**src/kmd_pkg.sv**
```systemverilog
package kmd_pkg;

    localparam int ROW_W   = 3;
    localparam int LEVEL_W = 14;
    localparam int TIME_W  = 32;
    localparam int DMS_W   = 16;

    localparam logic [DMS_W-1:0] DEBOUNCE_RESET = 16'd5;

    localparam int FIFO_DEPTH = 4;
    localparam int FIFO_PTR_W = 2;
    localparam int FIFO_CNT_W = 3;
    localparam int INFL_W     = 2;

    typedef struct packed {
        logic [ROW_W-1:0]   row_out;
        logic [LEVEL_W-1:0] debounced_cols;
        logic [LEVEL_W-1:0] committed_cols;
    } t_out_item;

endpackage

```
**src/kmd_if.sv**
```systemverilog


interface kmd_out_if import kmd_pkg::*; ();
    logic               valid;
    logic               ready;
    logic [ROW_W-1:0]   row_out;
    logic [LEVEL_W-1:0] debounced_cols;
    logic [LEVEL_W-1:0] committed_cols;

    modport source (output valid, output row_out, output debounced_cols,
                    output committed_cols, input ready);
    modport sink   (input valid, input row_out, input debounced_cols,
                    input committed_cols, output ready);
endinterface


```
**src/kmd_out_fifo.sv**
```systemverilog
module kmd_out_fifo import kmd_pkg::*; (
    input  logic                  i_clk,
    input  logic                  i_rst_n,
    input  logic                  i_push,
    input  t_out_item             i_item,
    output logic [FIFO_CNT_W-1:0] o_count,
    kmd_out_if.source             o_out
);

    t_out_item               r_mem [FIFO_DEPTH];
    logic [FIFO_PTR_W-1:0]   r_wr_ptr;
    logic [FIFO_PTR_W-1:0]   r_rd_ptr;
    logic [FIFO_CNT_W-1:0]   r_count;
    logic                    w_pop;
    t_out_item               w_head;

    assign w_pop  = o_out.valid && o_out.ready;
    assign w_head = r_mem[r_rd_ptr];

    always_ff @(posedge i_clk) begin
        if (i_push) begin
            r_mem[r_wr_ptr] <= i_item;
        end
    end

    always_ff @(posedge i_clk) begin
        if (!i_rst_n) begin
            r_wr_ptr <= '0;
            r_rd_ptr <= '0;
            r_count  <= '0;
        end else begin
            if (i_push) begin
                r_wr_ptr <= r_wr_ptr + 1'b1;
            end
            if (w_pop) begin
                r_rd_ptr <= r_rd_ptr + 1'b1;
            end
            case ({i_push, w_pop})
                2'b10:   r_count <= r_count + 1'b1;
                2'b01:   r_count <= r_count - 1'b1;
                default: r_count <= r_count;
            endcase
        end
    end

    assign o_count              = r_count;
    assign o_out.valid          = (r_count != '0);
    assign o_out.row_out        = w_head.row_out;
    assign o_out.debounced_cols = w_head.debounced_cols;
    assign o_out.committed_cols = w_head.committed_cols;

endmodule

```
**src/flat_wrapper.sv**
```systemverilog
// flat-port wrapper written by rule: the top's interface ports become plain ports
module kmd_out_fifo_flat import kmd_pkg::*;
  (i_clk, i_rst_n, i_push, i_item, o_count, o_out_valid, o_out_row_out, o_out_debounced_cols, o_out_committed_cols, o_out_ready);
  kmd_out_if o_out_i ();
  input  logic i_clk;
  input  logic i_rst_n;
  input  logic i_push;
  input  t_out_item i_item;
  output logic [FIFO_CNT_W-1:0] o_count;
  output wire logic [$bits(o_out_i.valid)-1:0] o_out_valid;
  output wire logic [$bits(o_out_i.row_out)-1:0] o_out_row_out;
  output wire logic [$bits(o_out_i.debounced_cols)-1:0] o_out_debounced_cols;
  output wire logic [$bits(o_out_i.committed_cols)-1:0] o_out_committed_cols;
  input wire logic [$bits(o_out_i.ready)-1:0] o_out_ready;
  assign o_out_valid = o_out_i.valid;
  assign o_out_row_out = o_out_i.row_out;
  assign o_out_debounced_cols = o_out_i.debounced_cols;
  assign o_out_committed_cols = o_out_i.committed_cols;
  assign o_out_i.ready = o_out_ready;
  kmd_out_fifo u_core (.i_clk(i_clk), .i_rst_n(i_rst_n), .i_push(i_push), .i_item(i_item), .o_count(o_count), .o_out(o_out_i));
endmodule
```
**config.mk**
```make
export PLATFORM = sky130hd
export DESIGN_NAME = kmd_out_fifo_flat
export DESIGN_NICKNAME = d
export VERILOG_FILES = /design/src/kmd_pkg.sv /design/src/kmd_if.sv /design/src/kmd_out_fifo.sv /design/src/flat_wrapper.sv
export SDC_FILE = /design/constraint.sdc
export NUM_CORES = 1
export LEC_CHECK = 0
export BUFFER_PORTS_ARGS = -buffer_cell sky130_fd_sc_hd__buf_2
export CELL_PAD_IN_SITES_DETAIL_PLACEMENT = 1
export CELL_PAD_IN_SITES_GLOBAL_PLACEMENT = 1
export CORE_MARGIN = 2
export CORE_UTILIZATION = 49
export DETAILED_ROUTE_END_ITERATION = 12
export PLACE_DENSITY_LB_ADDON = 0.1
export SYNTH_ARGS = -nofsm -noshare
export SYNTH_HDL_FRONTEND = slang
export SYNTH_SLANG_ARGS = --single-unit
```
**constraint.sdc**
```tcl
create_clock -name i_clk -period 2.15 [get_ports i_clk]
set_input_delay 0.5375 -clock i_clk [delete_from_list [all_inputs] [get_ports i_clk]]
set_output_delay 0.5375 -clock i_clk [all_outputs]
set_load 0.03 [all_outputs]
```
==> flow_metrics.py <==
metrics = {
    "pwr": {
        "peakVddDrop_mv": 0.615,
        "p_leak_uw": 0.00218,
        "p_per_area_nw_per_um2": 1210,
        "finalPower_uw": 7650,
    },
    "setup_path": {
        "crit_chain": "buf_12, mux4_2, buf_6",
        "crit_path_top_delay_cell": "mux4_2",
        "crit_fanout": 9,
        "start_kind": "flip-flop",
        "required_ns": 1.61,
        "crit_family": "multiplexers",
        "critical_path_class": "reg2out",
        "worst-path-buf-inv": 2,
        "end_kind": "output port",
        "crit_arrival_ns": 1.81,
        "crit_path_max_incr_delay_ns": 0.55,
    },
    "route": {
        "via_per_inst": 5.18,
        "dr.pass1.iters": 4,
        "drtIter0Drc": 106,
        "ant_nets": 0,
        "totalWireLength_um": 9460,
        "wl_per_cell_um": 21.0,
        "drc": 0,
        "vias": 2331,
    },
    "final_layout": {
        "syn_to_final_growth_pct": 27.8,
        "drive_gt1_frac": 0.465,
        "multi_input_area_um2": 967,
        "fillers": 823,
        "layout_commonest_cell": "edfxtp_1",
        "instances_no_fill": 450,
        "mostFrequentLayoutCells": "edfxtp_1 (124), buf_2 (38), mux4_2 (31), buf_6 (31), clkbuf_16 (16)",
        "fin_util": 0.646,
        "register_area_um2": 3910,
        "finalNetCount": 344,
    },
    "die": {
        "rows": 36,
        "die_area_um2": 10900,
        "fp.dieW_um": 104,
        "core_area_um2": 9770,
        "start_util": 0.506,
        "fp.dieH_um": 104,
        "boundaryPins": 70,
    },
    "global_routing": {
        "overflow": 0,
        "grt_pass1_vias": 2656,
        "grt_max_degree": 25,
        "antenna_found_initial": 1,
        "grtUsageTotal": 0.190,
        "grt_first_pass_wirelength_um": 15100,
    },
    "synth": {
        "syn_nets": 248,
        "yosysWarnings": 0,
        "syn-cell-area_um2": 4940,
        "synth_seq_cells": 133,
        "synth_cells": 207,
        "syn_area_per_cell_um2": 23.9,
        "seq_area_frac_synth": 0.790,
        "synth.distinct_cells": 20,
    },
    "hold_path": {
        "hold_path_class": "in2reg",
    },
    "run_status": {
        "violations": "negative setup slack",
        "status": "finished with violations",
    },
    "run": {
        "cap_viol_max_count": 0,
    },
    "clock_tree": {
        "hold_buffers": 0,
        "cts_tree": "built",
        "cts_buffer_depth": 2,
        "clockRootBuffer": "clkbuf_8",
        "clk_pin_slew_ns": 0.06,
        "h-tree-depth": 4,
        "cts_sinks": 133,
        "insertion_delay_ns": 0.51,
        "cts_made_buffers": 17,
    },
    "sta": {
        "clock_skew_ns": 0.00829,
        "setup_viol": 31,
        "post-route-period-util": 1.09,
        "max_freq_mhz": 427,
        "worst_slack_ns": -0.193,
        "worst_pin_slew_ns": 0.299,
        "rsz0062_at_grt": "true",
        "drv_slew": 0,
        "final.min_clock_period_ns": 2.34,
        "setup_tns_ns": -4.64,
        "maxSlewHeadroom": 0.801,
        "hold_viol": 0,
    },
    "placed_design": {
        "gp_congestion": 0.696,
        "dp_slack_ns": 0.00574,
        "hpwlAfterDp_um": 5770,
        "numPortBuffers": 69,
        "dp_cells": 415,
    },
}
==> cells in the mapped netlist <==
cell      count  area (µm²)
nor2b_1       3        18.8
and2_1        8        50.1
a21boi_0      1        7.51
ha_1          5        62.6
mux2i_1       1        10.0
or3_1         2        12.5
edfxtp_1    124        3720
buf_6         3        33.8
inv_1         6        22.5
xnor2_1       3        26.3
mux4_1        1        26.3
o31a_1        1        8.76
fa_1          1        20.0
o311ai_2      1        16.3
mux4_2       30         676
nand2_1       1        3.75
dfxtp_1       9         180
o21ai_0       2        10.0
xor2_1        2        17.5
buf_2         3        15.0
==> registers in the layout (all words and copies together) (netlist names), named ones only <==
| name | flops |
|---|---|
| u_core.r_rd_ptr | 2 |
| u_core.o_count | 3 |
| u_core.r_wr_ptr | 2 |
| u_core.r_mem | 124 |
==> worst paths after layout <==
kind	start	end	slack (ns)	cells after the start
max reg2reg	u_core.o_count[2]	u_core.o_count[2]	0.21	7
min	i_item[10]	u_core.r_mem[0][10]	0.23	1
max	flip-flop	o_out_committed_cols[10]	-0.19	3
min reg2reg	u_core.r_wr_ptr[1]	u_core.r_wr_ptr[1]	0.57	2
==> routing by layer <==
layer  up-vias  wire, µm  GRT usage
met5         -         0          0
met4         0       250     0.0975
met3        18       474     0.0526
met2        70      4770      0.302
met1      1191      3970      0.242
li1       1052         -          -
==> kinds of logic (layout without fill, tap and decap cells) <==
logic type,Yosys count,after routing,synth area share
DFF,133,133,0.790
muxes,32,32,0.144
and+or+nand+nor,14,14,0.0172
buffers and inverters,12,121,0.0144
adders and majority gates,6,6,0.0167
AOI/OAI and AO/OA,5,5,0.00861
xor gates and xnor gates,5,5,0.00886
other,0,1,0
==> layout make-up <==
cell class	instances	area share
clock inverters	11	0.0174
multi-input cells	62	0.153
flip-flops and latches	133	0.619
clock buffers	21	0.0680
diodes	1	0.000396
well taps	133	0.0264
repair buffers	83	0.112
inverters	6	0.00357
==> power by group <==
part / internal [µW] / leakage (µW) / switching (µW) / total (µW)
logic: 930 / 0.000714 / 1020 / 1950
registers: 3000 / 0.00121 / 87.9 / 3090
clock network: 1630 / 0.000257 / 979 / 2610
total: 5560 / 0.00218 / 2090 / 7650
==> what timing repair did <==
item / CTS / global route
cloned: 2 / 0
endpoints found under the setup margin: 31 / 31
buffers inserted: 2 / 0
resized for setup: 66 / 0
==> per-stage QoR <==
| stage | instance area (µm²) | hold slack (ns) |
|---|---|---|
| final | 6310 | 0.234 |
| after global routing | 6310 | 0.229 |
| after CTS | 6370 | 0.217 |
| after detailed placement | 5540 | 0.566 |
| after global placement | 5540 | 0.530 |
| after floorplan | 4940 | 0.528 |
(Power assumes the default switching activity.)
